[src/rtl/core/rtcep_pkg.sv]
`default_nettype none

package rtcep_pkg;

	// status B format bits and the hour byte PM flag
	localparam int unsigned BIN_MODE_BIT = 2;
	localparam int unsigned H24_MODE_BIT = 1;
	localparam int unsigned PM_BIT       = 7;

	localparam logic [16:0] SECS_PER_DAY   = 17'd86400;
	localparam logic [11:0] SECS_PER_HOUR  = 12'd3600;
	localparam logic [5:0]  SECS_PER_MIN   = 6'd60;
	localparam logic [10:0] EPOCH_YEAR     = 11'd1970;
	localparam logic [8:0]  DAYS_PER_YEAR  = 9'd365;
	// leap years counted through 1969: 492 - 19 + 4
	localparam logic [8:0]  LEAPS_TO_EPOCH = 9'd477;
	localparam logic [13:0] CUR_YEAR_RST   = 14'd2022;
	localparam logic [7:0]  CUR_HUND_RST   = 8'd20;

	// x/100 = (x*5243)>>19 for x < 16384, x/25 = (x*5243)>>17 for x < 6400
	localparam logic [12:0] DIV_RECIP      = 13'd5243;

	typedef enum logic [0:0] {
		CFG_CENTURY_PRESENT = 1'b0,
		CFG_PIVOT_YEAR      = 1'b1
	} cfg_index_t;

	typedef struct packed {
		logic        century_present;
		logic [13:0] pivot_year;
		logic [7:0]  cur_hund;
	} rtcep_cfg_t;

	typedef struct packed {
		logic [7:0]  seconds;
		logic [7:0]  minutes;
		logic [6:0]  hour;
		logic [7:0]  day;
		logic [7:0]  month;
		logic [14:0] year;
		logic        bad;
	} rtcep_item_t;

	typedef struct packed {
		logic [23:0] days;
		logic [18:0] hms;
		logic [14:0] year;
		logic [6:0]  hour;
		logic        bad;
	} rtcep_days_t;

	function automatic logic [7:0] bcd8(input logic [7:0] b);
		return {4'd0, b[3:0]} + 8'(b[7:4]) * 8'd10;
	endfunction

	// v <= 139, so five compare-subtract steps are enough
	function automatic logic [4:0] mod24(input logic [7:0] v);
		logic [7:0] r;
		r = v;
		for (int i = 0; i < 5; i++) begin
			if (r >= 8'd24) begin
				r = r - 8'd24;
			end
		end
		return r[4:0];
	endfunction

	// days in the whole months before month idx+1, common year
	function automatic logic [8:0] cum_days(input logic [3:0] idx);
		logic [8:0] d;
		case (idx)
			4'd0:    d = 9'd0;
			4'd1:    d = 9'd31;
			4'd2:    d = 9'd59;
			4'd3:    d = 9'd90;
			4'd4:    d = 9'd120;
			4'd5:    d = 9'd151;
			4'd6:    d = 9'd181;
			4'd7:    d = 9'd212;
			4'd8:    d = 9'd243;
			4'd9:    d = 9'd273;
			4'd10:   d = 9'd304;
			4'd11:   d = 9'd334;
			default: d = 9'd365;
		endcase
		return d;
	endfunction

endpackage

`default_nettype wire

[src/rtl/core/rtcep_decode.sv]
`default_nettype none

module rtcep_decode (
	input  wire                        clk,
	input  wire                        arst_n,
	input  wire                        start,
	input  wire rtcep_pkg::rtcep_cfg_t cfg,
	input  wire logic [7:0]            raw_seconds,
	input  wire logic [7:0]            raw_minutes,
	input  wire logic [7:0]            raw_hours,
	input  wire logic [7:0]            raw_day,
	input  wire logic [7:0]            raw_month,
	input  wire logic [7:0]            raw_year,
	input  wire logic [7:0]            raw_century,
	input  wire logic [7:0]            status_b,
	output logic                       valid_s1,
	output rtcep_pkg::rtcep_item_t     item_s1
);

	logic                   bin_mode;
	logic                   pm;
	logic [7:0]             yr_d;
	logic [7:0]             cen_d;
	logic [6:0]             hour_raw;
	logic [14:0]            win_year;
	rtcep_pkg::rtcep_item_t item_d;

	always_comb begin
		bin_mode = status_b[rtcep_pkg::BIN_MODE_BIT];
		pm       = raw_hours[rtcep_pkg::PM_BIT];

		item_d.seconds = bin_mode ? raw_seconds : rtcep_pkg::bcd8(raw_seconds);
		item_d.minutes = bin_mode ? raw_minutes : rtcep_pkg::bcd8(raw_minutes);
		item_d.day     = bin_mode ? raw_day     : rtcep_pkg::bcd8(raw_day);
		item_d.month   = bin_mode ? raw_month   : rtcep_pkg::bcd8(raw_month);
		yr_d           = bin_mode ? raw_year    : rtcep_pkg::bcd8(raw_year);
		cen_d          = bin_mode ? raw_century : rtcep_pkg::bcd8(raw_century);

		// hour tens digit is bits 6..4 only; bit 7 is PM
		hour_raw = bin_mode ? raw_hours[6:0]
		                    : 7'(raw_hours[3:0]) + 7'(raw_hours[6:4]) * 7'd10;
		item_d.hour = hour_raw;
		if (!status_b[rtcep_pkg::H24_MODE_BIT]) begin
			if (hour_raw == 7'd12) begin
				item_d.hour = pm ? 7'd12 : 7'd0;
			end else if (pm) begin
				item_d.hour = 7'(rtcep_pkg::mod24(8'(hour_raw) + 8'd12));
			end
		end

		// two-digit year: century byte, or window starting at the pivot year
		win_year = 15'(cfg.cur_hund) * 15'd100 + 15'(yr_d);
		if (win_year < 15'(cfg.pivot_year)) begin
			win_year = win_year + 15'd100;
		end
		if (yr_d >= 8'd100) begin
			item_d.year = 15'(yr_d);
		end else if (cfg.century_present) begin
			item_d.year = 15'(yr_d) + 15'(cen_d) * 15'd100;
		end else begin
			item_d.year = win_year;
		end

		item_d.bad = (item_d.month == 8'd0) || (item_d.day == 8'd0);
	end

	always_ff @(posedge clk or negedge arst_n) begin
		if (!arst_n) begin
			valid_s1 <= 1'b0;
		end else begin
			valid_s1 <= start;
		end
	end

	always_ff @(posedge clk) begin
		item_s1 <= item_d;
	end

endmodule

`default_nettype wire

[src/rtl/core/rtcep_calendar.sv]
`default_nettype none

module rtcep_calendar (
	input  wire                         clk,
	input  wire                         arst_n,
	input  wire                         valid_s1,
	input  wire rtcep_pkg::rtcep_item_t item_s1,
	output logic                        valid_s3,
	output rtcep_pkg::rtcep_days_t      days_s3
);

	// stage 2: quotients by 100 of year-1 and year, month table, time of day
	logic [14:0] prev_year;
	logic [12:0] q4n_d;
	logic [12:0] q4y_d;
	logic [25:0] prod_n;
	logic [25:0] prod_y;
	logic [3:0]  midx;
	logic [18:0] hms_d;

	logic                   valid_s2;
	rtcep_pkg::rtcep_item_t item_s2;
	logic [12:0]            q4n_s2;
	logic [12:0]            q4y_s2;
	logic [8:0]             hn_s2;
	logic [8:0]             hy_s2;
	logic [8:0]             cum_s2;
	logic                   feb_s2;
	logic [18:0]            hms_s2;

	always_comb begin
		prev_year = item_s1.year - 15'd1;
		q4n_d     = prev_year[14:2];
		q4y_d     = item_s1.year[14:2];
		prod_n    = 26'(q4n_d) * 26'(rtcep_pkg::DIV_RECIP);
		prod_y    = 26'(q4y_d) * 26'(rtcep_pkg::DIV_RECIP);
		if (item_s1.month == 8'd0) begin
			midx = 4'd0;
		end else if (item_s1.month >= 8'd13) begin
			midx = 4'd12;
		end else begin
			midx = 4'(item_s1.month - 8'd1);
		end
		hms_d = 19'(item_s1.hour) * 19'(rtcep_pkg::SECS_PER_HOUR)
		      + 19'(item_s1.minutes) * 19'(rtcep_pkg::SECS_PER_MIN)
		      + 19'(item_s1.seconds);
	end

	always_ff @(posedge clk or negedge arst_n) begin
		if (!arst_n) begin
			valid_s2 <= 1'b0;
		end else begin
			valid_s2 <= valid_s1;
		end
	end

	always_ff @(posedge clk) begin
		item_s2 <= item_s1;
		q4n_s2  <= q4n_d;
		q4y_s2  <= q4y_d;
		hn_s2   <= prod_n[25:17];
		hy_s2   <= prod_y[25:17];
		cum_s2  <= rtcep_pkg::cum_days(midx);
		feb_s2  <= item_s1.month >= 8'd3;
		hms_s2  <= hms_d;
	end

	// stage 3: day count since 1970
	logic [12:0]           leaps;
	logic [14:0]           yoff;
	logic [23:0]           year_days;
	logic                  leap;
	rtcep_pkg::rtcep_days_t days_d;

	always_comb begin
		leaps = q4n_s2 - 13'(hn_s2) + 13'(hn_s2[8:2]);
		yoff  = item_s2.year - 15'(rtcep_pkg::EPOCH_YEAR);
		if (item_s2.year <= 15'(rtcep_pkg::EPOCH_YEAR)) begin
			year_days = 24'd0;
		end else begin
			year_days = 24'(yoff) * 24'(rtcep_pkg::DAYS_PER_YEAR) + 24'(leaps)
			          - 24'(rtcep_pkg::LEAPS_TO_EPOCH);
		end
		// y%100 == 0 when (y/100)*25 == y/4; y%400 == 0 when also (y/100)%4 == 0
		leap = (item_s2.year[1:0] == 2'd0)
		    && ((13'(hy_s2) * 13'd25 != q4y_s2) || (hy_s2[1:0] == 2'd0));
		days_d.days = year_days + 24'(cum_s2) + 24'(feb_s2 && leap)
		            + 24'(item_s2.day) - 24'd1;
		days_d.hms  = hms_s2;
		days_d.year = item_s2.year;
		days_d.hour = item_s2.hour;
		days_d.bad  = item_s2.bad;
	end

	always_ff @(posedge clk or negedge arst_n) begin
		if (!arst_n) begin
			valid_s3 <= 1'b0;
		end else begin
			valid_s3 <= valid_s2;
		end
	end

	always_ff @(posedge clk) begin
		days_s3 <= days_d;
	end

endmodule

`default_nettype wire

[src/rtl/core/rtcep_scale.sv]
`default_nettype none

module rtcep_scale (
	input  wire                         clk,
	input  wire                         arst_n,
	input  wire                         valid_s3,
	input  wire rtcep_pkg::rtcep_days_t days_s3,
	output logic                        done,
	output logic [39:0]                 epoch_seconds,
	output logic [14:0]                 full_year,
	output logic [6:0]                  hour_of_day,
	output logic                        invalid
);

	logic [39:0] secs_d;

	always_comb begin
		secs_d = 40'(days_s3.days) * 40'(rtcep_pkg::SECS_PER_DAY) + 40'(days_s3.hms);
	end

	always_ff @(posedge clk or negedge arst_n) begin
		if (!arst_n) begin
			done <= 1'b0;
		end else begin
			done <= valid_s3;
		end
	end

	always_ff @(posedge clk) begin
		epoch_seconds <= days_s3.bad ? 40'd0 : secs_d;
		full_year     <= days_s3.year;
		hour_of_day   <= days_s3.hour;
		invalid       <= days_s3.bad;
	end

endmodule

`default_nettype wire

[src/rtl/core/rtc_registers_to_epoch_seconds_top.sv]
// Channel   Ports                                          Transfer
// config    cfg_we, cfg_index, cfg_wdata                   cfg_we high at clk edge
// snapshot  start, busy, raw_* bytes, status_b             start high, busy low
// result    done, epoch_seconds, full_year, hour_of_day,   done high, one cycle
//           invalid
//
// One snapshot per cycle; busy stays low.
// After the transfer, decode, divide-by-100 products, day count, and
// the 24x17 seconds multiply each take one register stage.
// arst_n clears the stage valid bits and the config registers (century off, year 2022).
// The receiver cannot stall; done marks each result for exactly one cycle.
`default_nettype none

module rtc_registers_to_epoch_seconds_top (
	input  wire              clk,
	input  wire              arst_n,
	input  wire              cfg_we,
	input  wire logic [0:0]  cfg_index,
	input  wire logic [13:0] cfg_wdata,
	input  wire              start,
	output logic             busy,
	input  wire logic [7:0]  raw_seconds,
	input  wire logic [7:0]  raw_minutes,
	input  wire logic [7:0]  raw_hours,
	input  wire logic [7:0]  raw_day,
	input  wire logic [7:0]  raw_month,
	input  wire logic [7:0]  raw_year,
	input  wire logic [7:0]  raw_century,
	input  wire logic [7:0]  status_b,
	output logic             done,
	output logic [39:0]      epoch_seconds,
	output logic [14:0]      full_year,
	output logic [6:0]       hour_of_day,
	output logic             invalid
);

	logic                   century_present_q;
	logic [13:0]            pivot_year_q;
	logic [7:0]             cur_hund_q;
	logic [26:0]            hund_prod;
	rtcep_pkg::rtcep_cfg_t  cfg;

	logic                   valid_s1;
	rtcep_pkg::rtcep_item_t item_s1;
	logic                   valid_s3;
	rtcep_pkg::rtcep_days_t days_s3;

	assign busy      = 1'b0;
	// hundreds of the pivot year, kept alongside it
	assign hund_prod = 27'(cfg_wdata) * 27'(rtcep_pkg::DIV_RECIP);

	always_ff @(posedge clk or negedge arst_n) begin
		if (!arst_n) begin
			century_present_q <= 1'b0;
			pivot_year_q      <= rtcep_pkg::CUR_YEAR_RST;
			cur_hund_q        <= rtcep_pkg::CUR_HUND_RST;
		end else if (cfg_we) begin
			if (cfg_index == rtcep_pkg::CFG_CENTURY_PRESENT) begin
				century_present_q <= cfg_wdata[0];
			end
			if (cfg_index == rtcep_pkg::CFG_PIVOT_YEAR) begin
				pivot_year_q <= cfg_wdata;
				cur_hund_q   <= hund_prod[26:19];
			end
		end
	end

	always_comb begin
		cfg.century_present = century_present_q;
		cfg.pivot_year      = pivot_year_q;
		cfg.cur_hund        = cur_hund_q;
	end

	rtcep_decode u_decode (
		.clk         (clk),
		.arst_n      (arst_n),
		.start       (start && !busy),
		.cfg         (cfg),
		.raw_seconds (raw_seconds),
		.raw_minutes (raw_minutes),
		.raw_hours   (raw_hours),
		.raw_day     (raw_day),
		.raw_month   (raw_month),
		.raw_year    (raw_year),
		.raw_century (raw_century),
		.status_b    (status_b),
		.valid_s1    (valid_s1),
		.item_s1     (item_s1)
	);

	rtcep_calendar u_calendar (
		.clk      (clk),
		.arst_n   (arst_n),
		.valid_s1 (valid_s1),
		.item_s1  (item_s1),
		.valid_s3 (valid_s3),
		.days_s3  (days_s3)
	);

	rtcep_scale u_scale (
		.clk           (clk),
		.arst_n        (arst_n),
		.valid_s3      (valid_s3),
		.days_s3       (days_s3),
		.done          (done),
		.epoch_seconds (epoch_seconds),
		.full_year     (full_year),
		.hour_of_day   (hour_of_day),
		.invalid       (invalid)
	);

`ifndef NO_ASSERTIONS
	a_latency: assert property (@(posedge clk) disable iff (!arst_n)
		start && !busy |-> ##4 done)
		else $error("snapshot transfer did not produce a result four cycles later");

	a_invalid_zero: assert property (@(posedge clk) disable iff (!arst_n)
		done && invalid |-> epoch_seconds == 40'd0)
		else $error("invalid result carries nonzero seconds");

	a_year_range: assert property (@(posedge clk) disable iff (!arst_n)
		done |-> full_year <= 15'd25599)
		else $error("decoded year out of range");

	a_no_spurious: assert property (@(posedge clk) disable iff (!arst_n)
		done |-> valid_s1 == $past(start, 1) && $past(valid_s3, 1))
		else $error("result strobe without a snapshot in flight");
`endif

endmodule

`default_nettype wire

[config.mk]
export PLATFORM = sky130hd
export DESIGN_NAME = rtc_registers_to_epoch_seconds_top
export DESIGN_NICKNAME = d
export VERILOG_FILES = /design/src/rtl/core/rtcep_pkg.sv /design/src/rtl/core/rtcep_decode.sv /design/src/rtl/core/rtcep_calendar.sv /design/src/rtl/core/rtcep_scale.sv /design/src/rtl/core/rtc_registers_to_epoch_seconds_top.sv
export SDC_FILE = /design/constraint.sdc
export NUM_CORES = 2
export LEC_CHECK = 0
export ABC_CLOCK_PERIOD_IN_PS = 24000
export BUFFER_PORTS_ARGS = -buffer_cell sky130_fd_sc_hd__buf_2
export CAP_MARGIN = 30
export CORE_AREA = 2 2 258 324
export CTS_BUF_LIST = sky130_fd_sc_hd__clkbuf_4 sky130_fd_sc_hd__clkbuf_8 sky130_fd_sc_hd__clkbuf_16
export CTS_CLUSTER_SIZE = 8
export DETAILED_ROUTE_END_ITERATION = 16
export DIE_AREA = 0 0 260 326
export SLEW_MARGIN = 10
export SYNTH_ARGS = -nofsm -noshare
export SYNTH_HDL_FRONTEND = slang
export SYNTH_SLANG_ARGS = --single-unit
export TNS_END_PERCENT = 5
[constraint.sdc]
create_clock -name clk -period 24 [get_ports clk]
set_clock_uncertainty 0.1 [all_clocks]
set_input_delay 2.4 -clock clk [delete_from_list [all_inputs] [get_ports clk]]
set_output_delay 2.4 -clock clk [all_outputs]
set_load 0.02 [all_outputs]
==> impl_metrics.tcl <==
set metrics [dict create \
    ys_top_cells_by_area "ha_1, fa_1, dfxtp_1" \
    cts_num_sinks 302 \
    antenna_found_initial 17 \
    grt_pass1_wl_um 126000 \
    finalHoldViolCount 0 \
    fin_crit_ns 9.02 \
    synth_warnings 0 \
    fin_crit_sh_pct 37.6 \
    cts.repair.resized 0 \
    whs_endpoint "u_calendar.days_s3[1]$_DFF_P_" \
    die-area_um2 84800 \
    wl_um 74800 \
    cp.required_ns 24.40 \
    slew_violations 0 \
    fp.coreArea_um2 81900 \
    synth_cell_types 99 \
    setup-tns-final_ns 0 \
    ys_seq_elements 302 \
    grt_use_total_pct 18.2 \
    final_util_pct 48.7 \
    ys_seq_area_share_pct 16.9 \
    insertion_delay_ns 0.61 \
    grt_max_degree 67 \
    die_h_um 326 \
    cts_tree "yes" \
    synthFlopType "dfxtp_1" \
    reg2reg_to "u_calendar.days_s3[65]$_DFF_P_" \
    vias_per_cell 4.93 \
    syn_area_um2 36600 \
    root_buffer "clkbuf_16" \
    worst_pin_slew_ns 0.886 \
    slew_headroom_pct 40.5 \
    cts_buffer_depth 3 \
    crit_arrival_ns 9.42 \
    fin_nets 5292 \
    path_max_fanout 5 \
    synthesis.nets 5124 \
    synthCells 3881 \
    startpoint_type "flop" \
    drv_cap 0 \
    rsz0062_at_grt "false" \
    rrSetupSlack_ns 14.98 \
    drc 0 \
    dr.pass1.iters 5 \
    async_flop_share_pct 8.94 \
    timing.fmax_ghz 0.111 \
    cts.htree.levels 2 \
    cts_made_buffers 45 \
    avgSynthCellArea_um2 9.42 \
    min_path_type "flop to flop" \
    cts_setup_buffers 0 \
    yosysTopAreaCell "ha_1" \
    worstHoldStart "u_calendar.days_d[1]$_DFF_P_" \
    dp_hpwl_um 64900 \
    dieWidth_um 260 \
    synth.top_cell.area_share_pct 27.2 \
    io_pins 148 \
    critPathBufInv 4 \
    grt_overflow 0 \
    syn_to_final_growth_pct 9.16 \
    setup_viol 0 \
    grt_pass1_vias 26300 \
    place.gp.congestion 0.862 \
    layout-drive-gt1-share_pct 6.92 \
    crit_path_end_kind "flop" \
    cpMostUsedCell "a21oi_1" \
    antenna_left 0 \
    clk_pin_slew_worst_paths_ns 0.05 \
    initial_core_util_pct 44.6 \
    hold_buffers 0 \
    hold_depth 0 \
    fp-row-count 118 \
    critPathMaxStageDelay_ns 0.51 \
    routedWlPerCell_um 14.5 \
    num_vias 25400 \
    drtIter0Drc 666 \
    worstSetupPathType "flop to flop" \
    portBuffers 140 \
    synth_enable_flop_cells 0 \
    slowest_stage "fa_1" \
    r2r_start "u_calendar.hn_s2[3]$_DFF_P_" \
    cp_top_family "adder cells" \
    reg2reg_depth 39 \
    status "completed" \
]
==> synth_stat cells (all sizes together) (48+ instances only) <==
master,instances
ha,795
xor2,86
xnor2,209
nor2b,49
dfxtp,275
inv,864
nand2,174
a21o,63
nor3,48
o21ai,134
fa,365
nand3,51
a21oi,160
nor2,153
==> registers in the layout, indices dropped and copies added (netlist names), 7 cells and up <==
register	cells
u_scale.hour_of_day	7
u_calendar.q4n_s2	13
u_calendar.cum_s2	9
cur_hund_q	8
u_scale.full_year	15
u_calendar.hn_s2	9
u_calendar.hy_s2	9
u_calendar.item_s2	8
u_calendar.days_d	23
u_scale.epoch_seconds	40
pivot_year_q	14
u_calendar.days_s3	66
u_calendar.hms_s2	19
u_decode.item_s1	55
==> cell usage in the layout, fill, tap and decap left out, types with 9 or more instances in the layout <==
master	instances
fa_1	365
inv_1	864
clkbuf_4	9
nor4_1	9
or4_1	9
clkbuf_16	45
dfxtp_1	275
buf_4	16
o31ai_1	10
xnor2_1	208
ha_1	795
nand2b_1	27
xor2_1	86
and3_1	20
buf_2	139
a21oi_1	160
nor2_1	153
nand3_1	49
a21o_1	63
nand2_1	174
dfrtp_1	17
mux2_2	10
o21a_1	29
or3_1	17
nand4_1	10
mux2i_1	14
a31oi_1	13
and2_1	13
dfstp_2	10
nor2b_1	49
a211oi_1	21
o21ai_0	127
nor3_1	47
o21bai_1	38
or2_2	10
==> layout make-up <==
| type | count | area (µm²) |
|---|---|---|
| fillers | 7864 | 42000 |
| multi-input cells | 2678 | 27000 |
| flip-flops and latches | 302 | 6190 |
| inverters | 864 | 3240 |
| well taps | 1080 | 1350 |
| clock buffers | 54 | 1210 |
| repair buffers | 158 | 846 |
| clock inverters | 5 | 95.1 |
| diodes | 3 | 7.51 |
==> worst max path at each step <==
| stage | start | end | slack, ns | depth (start not counted) |
|---|---|---|---|---|
| 2_1_floorplan | status_b[2] | u_decode.item_s1[36]$_DFF_P_ | 15.21 | 31 |
| 3_3_place_gp | status_b[2] | u_decode.item_s1[36]$_DFF_P_ | 14.92 | 26 |
| 3_5_place_dp | status_b[2] | u_decode.item_s1[36]$_DFF_P_ | 14.84 | 26 |
| 4_1_cts | u_calendar.hn_s2[3]$_DFF_P_ | u_calendar.days_s3[65]$_DFF_P_ | 14.89 | 39 |
| 5_1_grt | u_calendar.hn_s2[3]$_DFF_P_ | u_calendar.days_s3[65]$_DFF_P_ | 14.30 | 39 |
| 6_report | u_calendar.hn_s2[3]$_DFF_P_ | u_calendar.days_s3[65]$_DFF_P_ | 14.98 | 39 |
==> routing by layer <==
metal | wire (µm) | GRT usage, % | vias to the layer above
li1 | - | - | 12900
met1 | 30700 | 20.9 | 12000
met2 | 39900 | 35.0 | 275
met3 | 2360 | 2.29 | 122
met4 | 1850 | 5.02 | 12
met5 | 65 | 0 | -
==> metrics by stage <==
step | hold slack (ns) | instance area (µm²) | worst slack, ns | instances
6_report | 0.202 | 39900 | 14.98 | 5144
5_1_grt | 0.207 | 39900 | 14.30 | 5143
4_1_cts | 0.203 | 39900 | 14.89 | 5139
3_5_place_dp | 0.212 | 38600 | 14.84 | 5080
3_3_place_gp | 0.210 | 38600 | 14.92 | 5079
2_1_floorplan | 0.210 | 36600 | 15.21 | 3881
==> logic make-up (layout without fill, tap and decap cells) <==
group | count (synthesis) | count (layout) | synth area share [%]
compound gates | 561 | 561 | 9.96
xor+xnor | 295 | 295 | 7.09
fa+ha+maj | 1161 | 1161 | 47.2
buf+inv | 901 | 1081 | 9.32
flops | 302 | 302 | 16.9
mux | 24 | 24 | 0.691
other cells | 1 | 4 | 0.0103
simple gates | 636 | 636 | 8.77
Power is not shown: default switching activity piles up to over one toggle a cycle in this logic, so the estimate is an artifact.
